## src/rtl/core/rbs_pkg.sv

```systemverilog
// ----------------------------------------------------------------------------
// rbs_pkg
// Types and constants shared by the retry backoff scheduler modules.
// ----------------------------------------------------------------------------
package rbs_pkg;

   // Default tick counter width.
   localparam int TICK_BITS_DEFAULT = 32;

   // Field widths fixed by the interface.
   localparam int FUNC_W     = 2;
   localparam int TICK_IN_W  = 32;
   localparam int MIN_RETRY_W = 16;
   localparam int MAX_RETRY_W = 31;
   localparam int DELAY_W    = 31;
   localparam int CSR_DATA_W = 31;
   localparam int CSR_INDEX_W = 1;

   // Event codes.
   localparam logic [FUNC_W-1:0] FUNC_INIT    = 2'd0;
   localparam logic [FUNC_W-1:0] FUNC_REQUEST = 2'd1;
   localparam logic [FUNC_W-1:0] FUNC_TRY     = 2'd2;
   localparam logic [FUNC_W-1:0] FUNC_FINISH  = 2'd3;

   // Register indexes.
   localparam logic [CSR_INDEX_W-1:0] CSR_MIN_RETRY = 1'd0;
   localparam logic [CSR_INDEX_W-1:0] CSR_MAX_RETRY = 1'd1;

   // Register reset values.
   localparam logic [MIN_RETRY_W-1:0] MIN_RETRY_RESET = 16'd1;
   localparam logic [MAX_RETRY_W-1:0] MAX_RETRY_RESET = 31'd64;

   typedef struct packed {
      logic [FUNC_W-1:0]    func;
      logic [TICK_IN_W-1:0] current_tick;
      logic                 transport_can_begin;
      logic                 snapshot_sent;
   } req_type;

   typedef struct packed {
      logic began;
      logic pending_now;
      logic active_now;
      logic in_flight_now;
   } rsp_type;

   typedef struct packed {
      logic pending;
      logic attempt_active;
      logic transport_busy;
   } flags_type;

endpackage

```

## src/rtl/core/rbs_step.sv

```systemverilog
// ----------------------------------------------------------------------------
// rbs_step
// Next-state and response logic for one scheduler event.
// ----------------------------------------------------------------------------
module rbs_step #(
   parameter int TICK_BITS = rbs_pkg::TICK_BITS_DEFAULT
) (
   input  rbs_pkg::req_type                    req,
   input  rbs_pkg::flags_type                  flags,
   input  logic [TICK_BITS-1:0]                next_tick,
   input  logic [rbs_pkg::DELAY_W-1:0]         delay,
   input  logic [rbs_pkg::MIN_RETRY_W-1:0]     min_retry,
   input  logic [rbs_pkg::MAX_RETRY_W-1:0]     max_retry,
   output rbs_pkg::flags_type                  flags_in,
   output logic [TICK_BITS-1:0]                next_tick_in,
   output logic [rbs_pkg::DELAY_W-1:0]         delay_in,
   output rbs_pkg::rsp_type                    rsp
);

   logic [TICK_BITS-1:0]           now;
   logic [TICK_BITS-1:0]           since;
   logic                           reached;
   logic [rbs_pkg::DELAY_W:0]      twice;
   logic [rbs_pkg::DELAY_W-1:0]    doubled;
   logic [rbs_pkg::DELAY_W-1:0]    min_delay;
   logic [TICK_BITS-1:0]           retry_tick;
   logic [TICK_BITS-1:0]           holdoff_tick;
   logic                           began;

   assign now       = TICK_BITS'(req.current_tick);
   assign min_delay = rbs_pkg::DELAY_W'(min_retry);

   // The deadline is reached when the distance past it, taken modulo the
   // tick range, lies in the lower half of that range.
   assign since   = now - next_tick;
   assign reached = !since[TICK_BITS-1];

   // Capped doubling; a delay already at or above the cap is kept.
   assign twice = {delay, 1'b0};
   always_comb begin
      if (delay < max_retry) begin
         if (twice > {1'b0, max_retry}) begin
            doubled = max_retry;
         end else begin
            doubled = twice[rbs_pkg::DELAY_W-1:0];
         end
      end else begin
         doubled = delay;
      end
   end

   assign retry_tick   = now + TICK_BITS'(delay);
   assign holdoff_tick = now + TICK_BITS'(min_retry);

   always_comb begin
      flags_in     = flags;
      next_tick_in = next_tick;
      delay_in     = delay;
      began        = 1'b0;
      unique case (req.func)
         rbs_pkg::FUNC_INIT: begin
            next_tick_in = now;
            delay_in     = min_delay;
            flags_in     = '0;
         end
         rbs_pkg::FUNC_REQUEST: begin
            flags_in.pending = 1'b1;
         end
         rbs_pkg::FUNC_TRY: begin
            if (flags.pending && !flags.attempt_active && reached) begin
               if (!req.transport_can_begin) begin
                  flags_in.transport_busy = 1'b1;
                  next_tick_in            = retry_tick;
                  delay_in                = doubled;
               end else begin
                  flags_in.transport_busy = 1'b0;
                  flags_in.attempt_active = 1'b1;
                  began                   = 1'b1;
               end
            end
         end
         rbs_pkg::FUNC_FINISH: begin
            if (flags.attempt_active) begin
               flags_in.attempt_active = 1'b0;
               flags_in.transport_busy = 1'b1;
               if (req.snapshot_sent) begin
                  flags_in.pending = 1'b0;
                  delay_in         = min_delay;
                  next_tick_in     = holdoff_tick;
               end else begin
                  flags_in.pending = 1'b1;
                  next_tick_in     = retry_tick;
                  delay_in         = doubled;
               end
            end
         end
      endcase
   end

   assign rsp.began         = began;
   assign rsp.pending_now   = flags_in.pending;
   assign rsp.active_now    = flags_in.attempt_active;
   assign rsp.in_flight_now = flags_in.transport_busy;

endmodule

```

## src/rtl/core/retry_backoff_scheduler_core.sv

```systemverilog
// ----------------------------------------------------------------------------
// retry_backoff_scheduler_core
// Capped exponential backoff retry scheduler, one event per request.
// ----------------------------------------------------------------------------
// Each request carries one event (initialize, request, try begin or finish)
// and produces exactly one response with the began flag and the pending,
// active and in-flight flags as they stand after the event. The block
// accepts one request per clock cycle while the response side does not
// stall. A request is held in the input register; when the response
// register is free, one pass through the step logic updates the scheduler
// state and loads the response register, which then offers the response.
// The step logic holds the tick adds for the retry and holdoff deadlines,
// one wrap-aware deadline compare and the capped doubling of the retry
// delay. Back-pressure on the response side stalls both stages. The input
// register keeps taking requests while it is empty or while the stage ahead
// of it drains.
// The configuration registers are meant to be written while no request is
// in the block; a new minimum delay reaches the retry delay only at the next
// initialize or successful finish.
module retry_backoff_scheduler_core #(
   parameter int TICK_BITS = rbs_pkg::TICK_BITS_DEFAULT
) (
   input  logic                                clock,
   input  logic                                reset,
   // Request channel.
   input  logic                                req_valid,
   output logic                                req_ready,
   input  rbs_pkg::req_type                    req_payload,
   // Response channel.
   output logic                                rsp_valid,
   input  logic                                rsp_ready,
   output rbs_pkg::rsp_type                    rsp_payload,
   // Configuration write port.
   input  logic                                csr_write,
   input  logic [rbs_pkg::CSR_INDEX_W-1:0]     csr_index,
   input  logic [rbs_pkg::CSR_DATA_W-1:0]      csr_data
);

   // Configuration registers.
   logic [rbs_pkg::MIN_RETRY_W-1:0] min_retry_ff;
   logic [rbs_pkg::MIN_RETRY_W-1:0] min_retry_in;
   logic [rbs_pkg::MAX_RETRY_W-1:0] max_retry_ff;
   logic [rbs_pkg::MAX_RETRY_W-1:0] max_retry_in;

   // Scheduler state.
   rbs_pkg::flags_type              flags_ff;
   rbs_pkg::flags_type              flags_in;
   logic [TICK_BITS-1:0]            next_tick_ff;
   logic [TICK_BITS-1:0]            next_tick_in;
   logic [rbs_pkg::DELAY_W-1:0]     delay_ff;
   logic [rbs_pkg::DELAY_W-1:0]     delay_in;

   // Input stage and response stage.
   logic                            s1_valid_ff;
   logic                            s1_valid_in;
   rbs_pkg::req_type                s1_req_ff;
   logic                            rsp_valid_ff;
   logic                            rsp_valid_in;
   rbs_pkg::rsp_type                rsp_ff;
   rbs_pkg::rsp_type                step_rsp;

   logic                            out_free;
   logic                            advance;
   logic                            req_take;

   // The response register can load when it is empty or being drained.
   assign out_free  = !rsp_valid_ff || rsp_ready;
   assign advance   = s1_valid_ff && out_free;
   assign req_ready = !s1_valid_ff || out_free;
   assign req_take  = req_valid && req_ready;

   assign s1_valid_in  = req_take || (s1_valid_ff && !out_free);
   assign rsp_valid_in = advance || (rsp_valid_ff && !rsp_ready);

   rbs_step #(
      .TICK_BITS (TICK_BITS)
   ) u_rbs_step (
      .req          (s1_req_ff),
      .flags        (flags_ff),
      .next_tick    (next_tick_ff),
      .delay        (delay_ff),
      .min_retry    (min_retry_ff),
      .max_retry    (max_retry_ff),
      .flags_in     (flags_in),
      .next_tick_in (next_tick_in),
      .delay_in     (delay_in),
      .rsp          (step_rsp)
   );

   // Register writes; an index outside the register list has no effect.
   always_comb begin
      min_retry_in = min_retry_ff;
      max_retry_in = max_retry_ff;
      if (csr_write) begin
         unique case (csr_index)
            rbs_pkg::CSR_MIN_RETRY: begin
               min_retry_in = csr_data[rbs_pkg::MIN_RETRY_W-1:0];
            end
            rbs_pkg::CSR_MAX_RETRY: begin
               max_retry_in = csr_data[rbs_pkg::MAX_RETRY_W-1:0];
            end
         endcase
      end
   end

   always_ff @(posedge clock) begin
      if (reset) begin
         min_retry_ff <= rbs_pkg::MIN_RETRY_RESET;
         max_retry_ff <= rbs_pkg::MAX_RETRY_RESET;
         flags_ff     <= '0;
         next_tick_ff <= '0;
         delay_ff     <= rbs_pkg::DELAY_W'(rbs_pkg::MIN_RETRY_RESET);
         s1_valid_ff  <= 1'b0;
         rsp_valid_ff <= 1'b0;
      end else begin
         min_retry_ff <= min_retry_in;
         max_retry_ff <= max_retry_in;
         s1_valid_ff  <= s1_valid_in;
         rsp_valid_ff <= rsp_valid_in;
         // State moves only when the event in the input stage is retired.
         if (advance) begin
            flags_ff     <= flags_in;
            next_tick_ff <= next_tick_in;
            delay_ff     <= delay_in;
         end
      end
   end

   // Payload registers carry no reset.
   always_ff @(posedge clock) begin
      if (req_take) begin
         s1_req_ff <= req_payload;
      end
      if (advance) begin
         rsp_ff <= step_rsp;
      end
   end

   assign rsp_valid   = rsp_valid_ff;
   assign rsp_payload = rsp_ff;

endmodule

```

## config.mk

```make
export PLATFORM = sky130hd
export DESIGN_NAME = retry_backoff_scheduler_core
export DESIGN_NICKNAME = d
export VERILOG_FILES = /design/src/rtl/core/rbs_pkg.sv /design/src/rtl/core/rbs_step.sv /design/src/rtl/core/retry_backoff_scheduler_core.sv
export SDC_FILE = /design/constraint.sdc
export NUM_CORES = 1
export LEC_CHECK = 0
export BUFFER_PORTS_ARGS = -buffer_cell sky130_fd_sc_hd__clkbuf_2
export CAP_MARGIN = 10
export CORE_MARGIN = 1.5
export CORE_UTILIZATION = 47
export CTS_CLUSTER_DIAMETER = 150
export DETAILED_ROUTE_END_ITERATION = 8
export HOLD_SLACK_MARGIN = 0.05
export PLACE_DENSITY_LB_ADDON = 0.1
export SLEW_MARGIN = 20
export SYNTH_ARGS = -nofsm -noshare
export SYNTH_HDL_FRONTEND = slang
export SYNTH_SLANG_ARGS = --single-unit
```

## constraint.sdc

```tcl
create_clock -name clock -period 2.95 [get_ports clock]
set_input_delay 0.4425 -clock clock [delete_from_list [all_inputs] [get_ports clock]]
set_output_delay 0.4425 -clock clock [all_outputs]
set_load 0.005 [all_outputs]
```

After elaboration in Yosys (flattened, before gate mapping)
Index checks and enable logic that the tools add are counted.
{"block": "totals", "ff_bits": 155, "latchBits": 0, "ramBits": 0, "mem_bits_ro": 0, "out_inout_bits": 6, "wordCells": 71, "mem_count": 0}
{"block": "classes", "n_addsub": 3, "mul": 0, "div_mod_pow": 0, "order_cmp": 2, "eq_ne": 6, "shifts": 0, "mux": 20, "bitwise": 1, "reduce_logical": 22}
{"cell": "$mux W31", "n": 6}
{"cell": "$mux W32", "n": 4}
{"cell": "$pmux W32 S3", "n": 1}
{"cell": "$pmux W31 S3", "n": 1}
{"cell": "$add A32 B16 Y32", "n": 1}
{"cell": "$add A32 B31 Y32", "n": 1}
{"cell": "$gt A32 B31 Y1", "n": 1}
{"cell": "$sub A32 B32 Y32", "n": 1}
{"cell": "$lt A31 B31 Y1", "n": 1}
{"cell": "$logic_and A1 B1 Y1", "n": 6}
{"cell": "$logic_not A1 Y1", "n": 6}
{"cell": "$pmux W2 S3", "n": 1}
{"cell": "$reduce_and A2 Y1", "n": 3}
{"cell": "$reduce_and A5 Y1", "n": 1}
{"cell": "$eq A2 B2 Y1 const B", "n": 2}
{"cell": "$logic_or A1 B1 Y1", "n": 4}
{"cell": "$mux W1", "n": 4}
{"cell": "$ne A2 B2 Y1 const B", "n": 2}
{"cell": "$mux W3", "n": 1}
{"cell": "$pmux W1 S3", "n": 1}
{"cell": "$reduce_bool A3 Y1", "n": 1}
{"cell": "$eq A2 B1 Y1 const B", "n": 1}
{"cell": "$logic_not A2 Y1", "n": 1}
{"cell": "$mux W2", "n": 1}
{"cell": "other kinds (2)", "n": 2}

Longest topological paths before layout
Gate-level depths: netlist (run 1).
{"block": "logic_depth", "ltp_word": 6, "ltp_mapped": 13, "depth_no_buf": 12}

Modules after synthesis
From an unflattened synthesis (run 1), not the netlist that was laid out.
{"block": "unflattened", "hier_cells": 1787, "hier_area_um2": 14258.7}
{"module": "rbs_step", "n_inst": 1, "cells_per_inst": 1242, "area_each_um2": 8369.3, "seq_area_each_um2": 0.0}
{"module": "retry_backoff_scheduler_core", "n_inst": 1, "cells_per_inst": 545, "area_each_um2": 5889.4, "seq_area_each_um2": 3503.4}

Least setup slack after synthesis (run 1)
No wires, ideal clock.
{"block": "synth_path", "path_kind": "reg-to-reg", "from": "register s1_req_ff[2] (netlist name)", "to": "register next_tick_ff[28]", "setup_ns": 0.143, "arrival_time_ns": 2.672, "t_required_ns": 2.807, "slack_ns": 0.135, "path_stages_with_launch": 13, "path_buffers": 0, "path_cell_list": "edfxtp_1 ha_1 inv_1 fa_1 nand2b_1 a21oi_1 o2111ai_1 a21o_1 a21oi_1 and2_1 o21ai_0 a221oi_1 a221oi_1"}
{"block": "synth_via", "elab_chain_len": 5, "word_cells_on_any_way": 12, "classes_between": "add/sub (3); eq/ne (1); mux (5); reduce/logical (3)"}
{"item": "start: declaration", "line_no": "retry_backoff_scheduler_core.sv:56", "source": "rbs_pkg::req_type s1_req_ff;"}
{"item": "start signal: assignment", "line_no": "retry_backoff_scheduler_core.sv:132", "source": "s1_req_ff <= req_payload;"}
{"item": "$sub A32 B32 Y32", "line_no": "rbs_step.sv:35", "source": "assign since = now - next_tick;"}
{"item": "$logic_not A1 Y1", "line_no": "rbs_step.sv:36", "source": "assign reached = !since[TICK_BITS-1];"}
{"item": "$logic_and A1 B1 Y1", "line_no": "rbs_step.sv:70", "source": "if (flags.pending && !flags.attempt_active && reached) begin"}
{"item": "$ne A2 B1 Y1 (no source line)"}
{"item": "$reduce_and A5 Y1 (no source line)"}
{"item": "end signal: assignment", "line_no": "retry_backoff_scheduler_core.sv:123", "source": "next_tick_ff <= next_tick_in;"}
{"item": "end: declaration", "line_no": "retry_backoff_scheduler_core.sv:48", "source": "logic [TICK_BITS-1:0] next_tick_ff;"}
Parallel ways exist; a longest one is shown, timed or not. The select of a mux whose other input is x is not followed.
A chain may end at the register's enable or synchronous reset.

Final worst setup path (run 1)
{"block": "layout_path", "from": "register s1_req_ff[7] (netlist name)", "to": "register next_tick_ff[12]"}
Same word-level chain as after synthesis.

==> results of run 1 <==
[registers in the layout (all words and copies together) (netlist names)]
name / flops
s1_req_ff: 36
next_tick_ff: 32
delay_ff: 31
max_retry_ff: 31
min_retry_ff: 16
rsp_payload: 4
flags_ff: 3
rsp_valid: 1
s1_valid_ff: 1
[repair_timing]
| action | in CTS | in global routing |
|---|---|---|
| pin swaps | 9 | 35 |
| cloned | 0 | 1 |
| resized for setup | 7 | 69 |
| buffers inserted | 1 | 8 |
| endpoints found under the setup margin | 33 | 64 |
[power by group through the flow]
stage	Sequential, mW	Clock, mW	Combinational, mW
after CTS	2.40	2.30	1.66
after floorplan	2.41	0	1.09
after global routing	2.41	2.39	1.98
after detailed placement	2.44	0	1.64
after global placement	2.44	0	1.63
final	2.40	2.28	1.81
[cells in the final DEF (no fill, tap or decap), drive strengths merged, types with 25 or more instances in the layout]
master,netlist,routed
a221oi,26,26
o21ai,64,64
a21o,38,38
mux2i,39,39
dfxtp,115,115
buf,15,137
edfxtp,40,40
a21oi,153,153
ha,137,137
o211ai,25,25
nor2,70,70
clkbuf,54,99
a311oi,27,27
nand2,191,191
inv,94,104
[metal layers]
metal	routed length, um	share of wire [%]
met5	0	0
met4	1280	3.7
met3	1690	4.9
met2	16800	49
met1	14900	43
[how the worst max path moves through the flow]
stage,startpoint,to,slack [ps],cells after the start
2_1_floorplan,s1_req_ff[2],next_tick_ff[28],130,12
3_3_place_gp,s1_req_ff[2],next_tick_ff[28],-30,13
3_5_place_dp,s1_req_ff[11],next_tick_ff[22],-100,12
4_1_cts,s1_req_ff[2],next_tick_ff[26],0.7,13
5_1_grt,s1_req_ff[18],next_tick_ff[21],-40,11
6_report,s1_req_ff[7],next_tick_ff[12],60,12
[per-stage QoR]
stage	instances	instance area [sq um]	utilization, %	worst slack, ps
final	1845	13900	59.2	55.7
after global routing	1845	13900	59.2	-38.6
after CTS	1836	13500	57.2	0.716
after detailed placement	1804	12900	54.6	-99.2
after global placement	1804	12900	54.6	-28.4
after floorplan	1348	11300	-	135
[area by class of cell]
class | count | share of cell area, %
Multi-Input combinational cell | 1030 | 54.4
Sequential cell | 155 | 25.1
Inverter | 94 | 2.53
Clock inverter | 11 | 0.664
Timing Repair Buffer | 215 | 10.9
Tap cell | 319 | 2.86
Clock buffer | 21 | 3.53
[cell families after synthesis]
logic type | after synthesis
buf+inv | 163
compound gates | 431
fa+ha+maj | 139
simple gates | 385
flops | 155
mux | 39
xor+xnor | 36
[critical path: stages, from the launching register on]
cell	delay (ps)
sky130_fd_sc_hd__edfxtp_1	460
sky130_fd_sc_hd__buf_4	180
sky130_fd_sc_hd__ha_1	340
sky130_fd_sc_hd__o211ai_1	170
sky130_fd_sc_hd__a21oi_4	70
sky130_fd_sc_hd__buf_4	140
sky130_fd_sc_hd__o21a_1	190
sky130_fd_sc_hd__a221o_1	400
sky130_fd_sc_hd__a31oi_2	160
sky130_fd_sc_hd__xor2_1	210
sky130_fd_sc_hd__nor2_1	70
sky130_fd_sc_hd__o22a_1	230
sky130_fd_sc_hd__a22o_1	190
==> flow_summary.json, run 1 <==
{
  "min_delay_path_depth": 1,
  "synth_top_cell_by_area": "sky130_fd_sc_hd__dfxtp_1",
  "power.sequential.fraction_pct": 37.0,
  "io_buffer_count": 78,
  "pin_count_of_the_biggest_net_entering_global_routing": 45,
  "post_synth.cell_area_avg_sq_um": 8.38,
  "route.detailed.wl_per_inst_um": 18.8,
  "design_power_total_mw": 6.49,
  "route.detailed.vias_per_inst": 5.77,
  "combinational_group_share_of_total_power_pct": 27.9,
  "data_arrival_at_the_endpoint_of_the_critical_path_ps": 3220,
  "syn-instance-count": 1348,
  "crit_type": "flop to flop",
  "min_delay_worst_endpoint": "s1_req_ff[31]",
  "place_congestion": 0.945,
  "yosys.area_share.simple_pct": 15.3,
  "yosysSeqAreaShare_pct": 31.0,
  "vdd.ir_drop.worst_mv": 0.371,
  "filler_instances": 2147,
  "die_y_um": 158,
  "cts_htree_levels": 4,
  "grt_antenna_before_repair": 0,
  "timing.final.crit_period_ps": 2890,
  "end_kind": "flop",
  "rr_endpoint": "next_tick_ff[12]",
  "clk_transition_reported_paths_ps": 70,
  "drv_slew": 0,
  "num_vias": 10600,
  "met2_usage_pct": 48.0,
  "synth_edf_count": 40,
  "power.density_nw_per_um2": 465,
  "die-area_sq_um": 25000,
  "netlist.area_leader.share_pct": 20.4,
  "grtUsageTotal_pct": 28.1,
  "cts_hold_repair.buffers": 0,
  "multi_input_area_sq_um": 7590,
  "synth_top_cells_by_count": "sky130_fd_sc_hd__nand2_1, sky130_fd_sc_hd__a21oi_1, sky130_fd_sc_hd__ha_1",
  "timing_hold_violations_final": 0,
  "synth-compound-area-share_pct": 26.3,
  "grt_setup_unrepaired": "yes",
  "grt_first_pass_wirelength_mm": 53.8,
  "clkSinkCount": 155,
  "whs_ps": 180,
  "synth-async-reset-ratio_pct": 0,
  "power_switching_mw": 2.16,
  "final_tns_setup_ps": 0,
  "seq_area_sq_um": 3500,
  "syn-num-nets": 1560,
  "ios": 79,
  "dpl.hpwl_mm": 25.6,
  "cp-start-kind": "flop",
  "timing.critical_path.fanout_max": 4,
  "reg2reg_path_depth": 12,
  "primary_flip_flop_cell_chosen_by_synthesis_mapping": "sky130_fd_sc_hd__dfxtp_1",
  "busiest_layer": "met2",
  "combinational_family_with_the_most_area_after_synthesis": "compound AO/OA/AOI/OAI gates",
  "ff2ff_setup_slack_ps": 60,
  "synthAdderAreaFrac_pct": 15.5,
  "globalRoute.totalOverflow": 0,
  "power.share.switching_pct": 33.4,
  "drtAntennaViolNets": 0,
  "groute.layer.met1.usage_pct": 35.0,
  "fp.coreArea_sq_um": 23500,
  "synth-seq-cells": 155,
  "first_iter_violations": 824,
  "crit-reg2reg-launch": "s1_req_ff[7]",
  "cts-buffers-inserted": 17,
  "groute.layer.met3.usage_pct": 4.68,
  "final_min_period_over_clock_period_pct": 98.1,
  "cts-root-buf": "sky130_fd_sc_hd__clkbuf_16",
  "floorplan_die_width_um": 158,
  "holdCritStartpoint": "req_payload[31]",
  "fmax_ghz": 0.346,
  "placementRows": 56,
  "cellLeakagePower_nw": 5.95,
  "synth-warning-count": 0,
  "drc": 0,
  "worst_slew_margin_rel_pct": 42.7,
  "synth_most_common_cell": "sky130_fd_sc_hd__nand2_1",
  "first_pass_drt_iterations": 5,
  "antenna_cells": 0,
  "final_net_count": 1725,
  "pwr-share-clk_pct": 35.1,
  "cp_data_required_time_ps": 3270,
  "internal_power_mw": 4.32,
  "grt_pass1_vias": 10200,
  "yosys.area_share.xor_xnor_pct": 2.79,
  "initial_core_util_pct": 48.0,
  "wirelength_mm": 34.6,
  "cts.path.max_buffers": 2,
  "worstMarginPinSlew_ps": 860,
  "area.growth.synth_to_final_pct": 23.4,
  "cap_violations": 0,
  "drive_above_1_share_pct": 21.8,
  "hold_path_class": "input pin to flop",
  "report.final.setup_viol": 0,
  "clkLatencyLatePin_ps": 440,
  "netlist-cell-type-count": 70,
  "fin_worst_skew_ps": 13.1,
  "tritoncts": "yes",
  "run_status": "finished, final reports clean",
  "largest_cells_by_area_after_synthesis": "sky130_fd_sc_hd__dfxtp_1, sky130_fd_sc_hd__ha_1, sky130_fd_sc_hd__edfxtp_1",
  "synthesis.area_sq_um": 11300,
  "mux_cell_area_share_after_synthesis_pct": 3.45
}
Note: power is estimated with default switching activity, not from simulation.
==> inputs of run 2 (changes only) <==
==> constraint.sdc (replaced) <==
create_clock -name clock -period 2.95 [get_ports clock]
set_input_delay 0.295 -clock clock [delete_from_list [all_inputs] [get_ports clock]]
set_output_delay 0.295 -clock clock [all_outputs]
set_load 0.005 [all_outputs]
==> run 2 against run 1 <==
Compared with the run above: sequential share of layout area down 1.2 points; flip-flop and latch count unchanged; worst setup slack got worse by 55 ps; cell count rose by 2.5%; combinational power rose by 4%; final area rose by 5.1%; maximum frequency is 1.9% lower; first-iteration DRC count fell by 15%; critical endpoint is now delay_ff[5]; largest cell class unchanged.
==> flow_summary.json, run 2 (synthesis gave the netlist of run 1 again) <==
{
  "run_status": "finished, final reports clean",
  "final_net_count": 1772,
  "timing.critical_path.fanout_max": 8,
  "most_frequent_cells_in_the_layout": "sky130_fd_sc_hd__nand2_1, sky130_fd_sc_hd__a21oi_1, sky130_fd_sc_hd__buf_4",
  "vdd.ir_drop.worst_mv": 0.348,
  "clkSinkCount": 155,
  "combinational_group_share_of_total_power_pct": 28.7,
  "grt_first_pass_wirelength_mm": 54.6,
  "drv_slew": 0,
  "initial_core_util_pct": 48.0,
  "report.final.setup_viol": 0,
  "cellLeakagePower_nw": 6.20,
  "wirelength_mm": 35.4,
  "die-area_sq_um": 25000,
  "globalRoute.totalOverflow": 0,
  "final_tns_setup_ps": 0,
  "holdCritStartpoint": "csr_data[19]",
  "power.share.switching_pct": 34.3,
  "cp_cell_sequence": "buf_4 -> buf_4 -> ha_1 -> nand2_1 -> nor2_2 -> a21oi_1 -> o21ai_2 -> a21oi_2 -> xnor2_2 -> o21ai_4 -> buf_6 -> o21ai_4 -> buf_12 -> a221oi_4",
  "crit_type": "flop to flop",
  "first_iter_violations": 697,
  "antenna_cells": 0,
  "utilization_pct": 62.3,
  "grt_antenna_before_repair": 0,
  "whs_ps": 63.2,
  "crit-reg2reg-launch": "s1_req_ff[13]",
  "floorplan_die_width_um": 158,
  "area.growth.synth_to_final_pct": 29.7,
  "grt_pass1_vias": 10500,
  "regMostFlops": "s1_req_ff",
  "placementRows": 56,
  "cp_data_required_time_ps": 3300,
  "worstMarginPinSlew_ps": 947,
  "cts_htree_levels": 4,
  "timing_hold_violations_final": 0,
  "power_switching_mw": 2.25,
  "min_delay_path_depth": 3,
  "cap_violations": 0,
  "route.detailed.vias_per_inst": 5.68,
  "layout_commonest_cell": "sky130_fd_sc_hd__nand2_1",
  "cts-root-buf": "sky130_fd_sc_hd__clkbuf_16",
  "finalWorstSetupSlack_ps": 0.920,
  "rr_endpoint": "delay_ff[5]",
  "setup_slack_after_placement_ps": -124,
  "worst_path_max_delay_cell": "sky130_fd_sc_hd__edfxtp_1",
  "hold_path_class": "input pin to flop",
  "fp.coreArea_sq_um": 23500,
  "clk_transition_reported_paths_ps": 80,
  "pwr-share-clk_pct": 34.9,
  "tritoncts": "yes",
  "critical_path.max_stage_delay_ps": 490,
  "route.detailed.wl_per_inst_um": 18.7,
  "num_vias": 10700,
  "final_min_period_over_clock_period_pct": 100,
  "ff2ff_setup_slack_ps": 0.9,
  "fin_worst_skew_ps": 13.3,
  "drive_above_1_share_pct": 23.2,
  "largest_register_ff_count": 36,
  "ios": 79,
  "reg2reg_path_depth": 14,
  "end_kind": "flop",
  "power.sequential.fraction_pct": 36.5,
  "data_arrival_at_the_endpoint_of_the_critical_path_ps": 3300,
  "timing.final.crit_period_ps": 2950,
  "cts.path.max_buffers": 2,
  "worst_slew_margin_rel_pct": 36.9,
  "fmax_ghz": 0.339,
  "pin_count_of_the_biggest_net_entering_global_routing": 73,
  "min_delay_worst_endpoint": "max_retry_ff[19]",
  "layout.cell_area.non_filler_sq_um": 14700,
  "io_buffer_count": 78,
  "drtAntennaViolNets": 0,
  "drc": 0,
  "internal_power_mw": 4.32,
  "die_y_um": 158,
  "reg_top3": "s1_req_ff x36, next_tick_ff x32",
  "place_congestion": 0.919,
  "first_pass_drt_iterations": 5,
  "cts-buffers-inserted": 17,
  "cp-start-kind": "flop",
  "detailed_place.area_sq_um": 12900,
  "clkLatencyLatePin_ps": 440,
  "dpl.hpwl_mm": 25.0,
  "grt_setup_unrepaired": "yes",
  "grtUsageTotal_pct": 28.3,
  "power.density_nw_per_um2": 448
}
run 2: worst max path at each step:
stage / slack (ps) / start / to / cells after the start
2_1_floorplan: 130 / s1_req_ff[2] / next_tick_ff[28] / 12
3_3_place_gp: -80 / delay_ff[0] / next_tick_ff[28] / 13
3_5_place_dp: -120 / s1_req_ff[8] / next_tick_ff[13] / 11
4_1_cts: 0.6 / s1_req_ff[4] / next_tick_ff[25] / 11
5_1_grt: -210 / s1_req_ff[11] / next_tick_ff[22] / 12
6_report: 0.9 / s1_req_ff[13] / delay_ff[5] / 14
run 2: stage by stage:
step / total power [mW] / instances
after floorplan: 3.50 / 1348
after global placement: 4.08 / 1802
after detailed placement: 4.09 / 1802
after CTS: 6.44 / 1876
after global routing: 6.87 / 1892
final: 6.57 / 1892
run 2: layout make-up:
cell class	count	area [sq um]
Clock buffer	18	450
Clock inverter	14	146
Fill cell	2120	8890
Inverter	94	353
Multi-Input combinational cell	1030	7740
Sequential cell	155	3500
Tap cell	319	399
Timing Repair Buffer	262	2070
run 2: critical path: cells and delay by family, from the launching register on:
kind | cells | cell delay [ps]
xor gates and xnor gates | 1 | 130
DFF | 1 | 490
and+or+nand+nor | 2 | 130
adders and majority gates | 1 | 270
buffers and inverters | 4 | 640
AOI/OAI and AO/OA | 6 | 1170
run 2: per-layer routing:
layer | track usage [%] | vias up | wire length, um
met2 | 48.9 | 263 | 17600
met5 | 0 | - | 0
met4 | 11.4 | 0 | 1030
met1 | 35.3 | 5044 | 15500
met3 | 4.24 | 64 | 1330
li1 | - | 5374 | -
run 2: power by group through the flow:
stage | sequential, mW | combinational (mW) | clock [mW]
after global placement | 2.44 | 1.63 | 0
after CTS | 2.40 | 1.72 | 2.33
after detailed placement | 2.44 | 1.65 | 0
after global routing | 2.41 | 2.06 | 2.40
after floorplan | 2.41 | 1.09 | 0
final | 2.40 | 1.88 | 2.29
run 2: what timing repair did:
item,4_1_cts,5_1_grt
hold buffers,35,0
resized for setup,12,92
pin swaps,9,39
setup endpoints to repair,58,67
cloned,0,4
setup buffers,7,13
endpoints found under the hold margin,35,0
==> inputs of run 3 (changes only) <==
Settings changed: CELL_PAD_IN_SITES_DETAIL_PLACEMENT from default to 1, CELL_PAD_IN_SITES_GLOBAL_PLACEMENT from default to 2, CORE_UTILIZATION 47 to 34.
==> run 3 against run 2 <==
Compared with the run above: the run now ends with negative setup slack left; global-route usage shrank 3.6 points; combinational power rose by 14%; non-clock buffer count up 58; flip-flop and latch count stayed put; die area increased by 37%; cell count rose by 9.6%; clock power is essentially flat; count of clock-buffer cells in the layout down 1; wire length up 19%; maximum frequency shrank 0.57%; critical endpoint is now next_tick_ff[12].
==> flow_summary.json, run 3 (synthesis gave the netlist of run 1 again) <==
{
  "post_layout_nonfiller_instances": 2073,
  "filler_instances": 3808,
  "rr_endpoint": "next_tick_ff[12]",
  "cts.path.max_buffers": 2,
  "ff2ff_setup_slack_ps": -20,
  "grtUsageTotal_pct": 24.8,
  "fp.coreArea_sq_um": 32600,
  "clkSinkCount": 155,
  "globalRoute.totalOverflow": 0,
  "cp_data_required_time_ps": 3310,
  "area.growth.synth_to_final_pct": 36.2,
  "power_switching_mw": 2.38,
  "timing.critical_path.fanout_max": 2,
  "wirelength_mm": 42.3,
  "power.share.switching_pct": 34.7,
  "route.met2.wl_mm": 21.4,
  "drtAntennaViolNets": 0,
  "detailed_place.area_sq_um": 13300,
  "cap_violations": 0,
  "most_frequent_cells_in_the_layout": "sky130_fd_sc_hd__nand2_1, sky130_fd_sc_hd__buf_4, sky130_fd_sc_hd__a21oi_1",
  "grt_pass1_vias": 11700,
  "crit_type": "flop to flop",
  "first_iter_violations": 451,
  "clk_transition_reported_paths_ps": 80,
  "timing.critical_path.buf_inv": 3,
  "worst_path_max_delay_cell": "sky130_fd_sc_hd__edfxtp_1",
  "tritoncts": "yes",
  "num_vias": 11200,
  "path_delay_family": "compound AO/OA/AOI/OAI gates",
  "pin_count_of_the_biggest_net_entering_global_routing": 37,
  "die_y_um": 185,
  "whs_ps": 64.6,
  "top_layer": "met4",
  "largest_register_ff_count": 36,
  "reg_top3": "s1_req_ff x36, next_tick_ff x32",
  "ios": 79,
  "reg2reg_path_depth": 14,
  "pwr-share-clk_pct": 33.8,
  "most_common_cell_on_crit_path": "sky130_fd_sc_hd__buf_4",
  "cellLeakagePower_nw": 6.45,
  "power.density_nw_per_um2": 445,
  "data_arrival_at_the_endpoint_of_the_critical_path_ps": 3330,
  "place_congestion": 0.847,
  "cp_num_cells": 14,
  "cts-root-buf": "sky130_fd_sc_hd__clkbuf_16",
  "worst_slew_margin_rel_pct": 39.9,
  "critical_path.max_stage_delay_ps": 450,
  "finalWorstSetupSlack_ps": -15.9,
  "first_pass_drt_iterations": 5,
  "die-area_sq_um": 34300,
  "initial_core_util_pct": 34.6,
  "worst_setup_path_endpoint": "next_tick_ff[12]",
  "route.detailed.vias_per_inst": 5.40,
  "layout.cell_area.non_filler_sq_um": 15400,
  "fmax_ghz": 0.337,
  "clkLatencyLatePin_ps": 470,
  "cts_htree_levels": 4,
  "io_buffer_count": 78,
  "wl_met3_um": 883,
  "drc": 0,
  "final_net_count": 1830,
  "layout_commonest_cell": "sky130_fd_sc_hd__nand2_1",
  "worstMarginPinSlew_ps": 901,
  "report.final.setup_viol": 1,
  "timing_hold_violations_final": 0,
  "regMostFlops": "s1_req_ff",
  "grt_antenna_before_repair": 0,
  "run_status": "finished, violations left",
  "final_min_period_over_clock_period_pct": 101,
  "dpl.hpwl_mm": 30.7,
  "violated_checks": "negative setup slack",
  "route.detailed.wl_per_inst_um": 20.4,
  "fin_worst_skew_ps": 16.0,
  "detail_route.wirelength.met1_mm": 18.7,
  "timing.final.crit_period_ps": 2970,
  "holdCritStartpoint": "csr_data[25]",
  "placementRows": 66,
  "antenna_cells": 0,
  "utilization_pct": 47.2,
  "vdd.ir_drop.worst_mv": 0.446,
  "drive_above_1_share_pct": 25.9,
  "internal_power_mw": 4.48,
  "placedCellCount": 1961,
  "power.sequential.fraction_pct": 35.0,
  "cp-start-kind": "flop",
  "final_tns_setup_ps": -15.9,
  "crit-reg2reg-launch": "s1_req_ff[2]",
  "hold_path_class": "input pin to flop",
  "grt_first_pass_wirelength_mm": 64.3,
  "grt_setup_unrepaired": "yes",
  "floorplan_die_width_um": 185,
  "combinational_group_share_of_total_power_pct": 31.3,
  "end_kind": "flop",
  "cp_cell_sequence": "buf_4 -> ha_2 -> inv_1 -> fa_2 -> nand2b_4 -> a21oi_4 -> buf_4 -> o21a_1 -> a221o_1 -> a31oi_1 -> xor2_1 -> nor2_1 -> o22a_1 -> a22o_1",
  "cts-buffers-inserted": 17,
  "cp-startpoint": "s1_req_ff[2]",
  "drv_slew": 0
}
==> run 3: cell types whose count changed in the layout (fill, tap and decap cells not counted), sizes merged <==
cell and change:
clkbuf +1, inv -4, bufinv +1, clkinv +4, buf +37, dlygate4sd3 +19
==> run 3: metal layers <==
layer	global-route usage, %	up-vias
met1	29.2	5513
met2	44.7	134
li1	-	5488
met5	0	-
met4	9.79	0
met3	3.54	61
==> run 3: how the worst min path moves through the flow <==
stage / end / depth (start not counted)
2_1_floorplan: s1_req_ff[0] / 0
3_3_place_gp: next_tick_ff[0] / 2
3_5_place_dp: next_tick_ff[8] / 2
4_1_cts: max_retry_ff[14] / 3
5_1_grt: s1_valid_ff / 3
6_report: max_retry_ff[25] / 3
==> run 3: repair_timing <==
item                                   in CTS  in global routing
pin swaps                                   9                 68
hold buffers                               54                  0
cloned                                      0                  6
endpoints found under the hold margin      57                  0
setup endpoints to repair                  62                 65
resized for setup                          19                123
setup buffers                               6                 15
==> run 3: worst register-to-register path: cells and delay by family, from the launching register on <==
kind | cells | cell delay [ps]
AOI/OAI and AO/OA | 6 | 1280
DFF | 1 | 450
xor gates and xnor gates | 1 | 170
adders and majority gates | 2 | 370
buffers and inverters | 3 | 380
and+or+nand+nor | 2 | 220
==> run 3: layout make-up <==
cell class	count	area, sq um	area share [%]
repair buffers	320	2600	16.9
flip-flops and latches	155	3510	22.8
inverters	94	353	2.29
clock inverters	15	156	1.02
well taps	442	553	3.59
multi-input cells	1030	7790	50.6
clock buffers	17	425	2.76
==> run 3: power by group through the flow <==
stage          combinational [mW]  sequential (mW)  clock [mW]
4_1_cts                      1.86             2.40        2.36
6_report                     2.14             2.40        2.32
3_5_place_dp                 1.76             2.45           0
5_1_grt                      2.34             2.41        2.43
2_1_floorplan                1.09             2.41           0
3_3_place_gp                 1.73             2.44           0
==> run 3: stage by stage <==
stage	power (mW)	setup slack [ps]
global placement	4.18	-275
CTS	6.61	-40.2
floorplan	3.50	135
detailed placement	4.21	-277
global route	7.19	-111
finish	6.86	-15.9
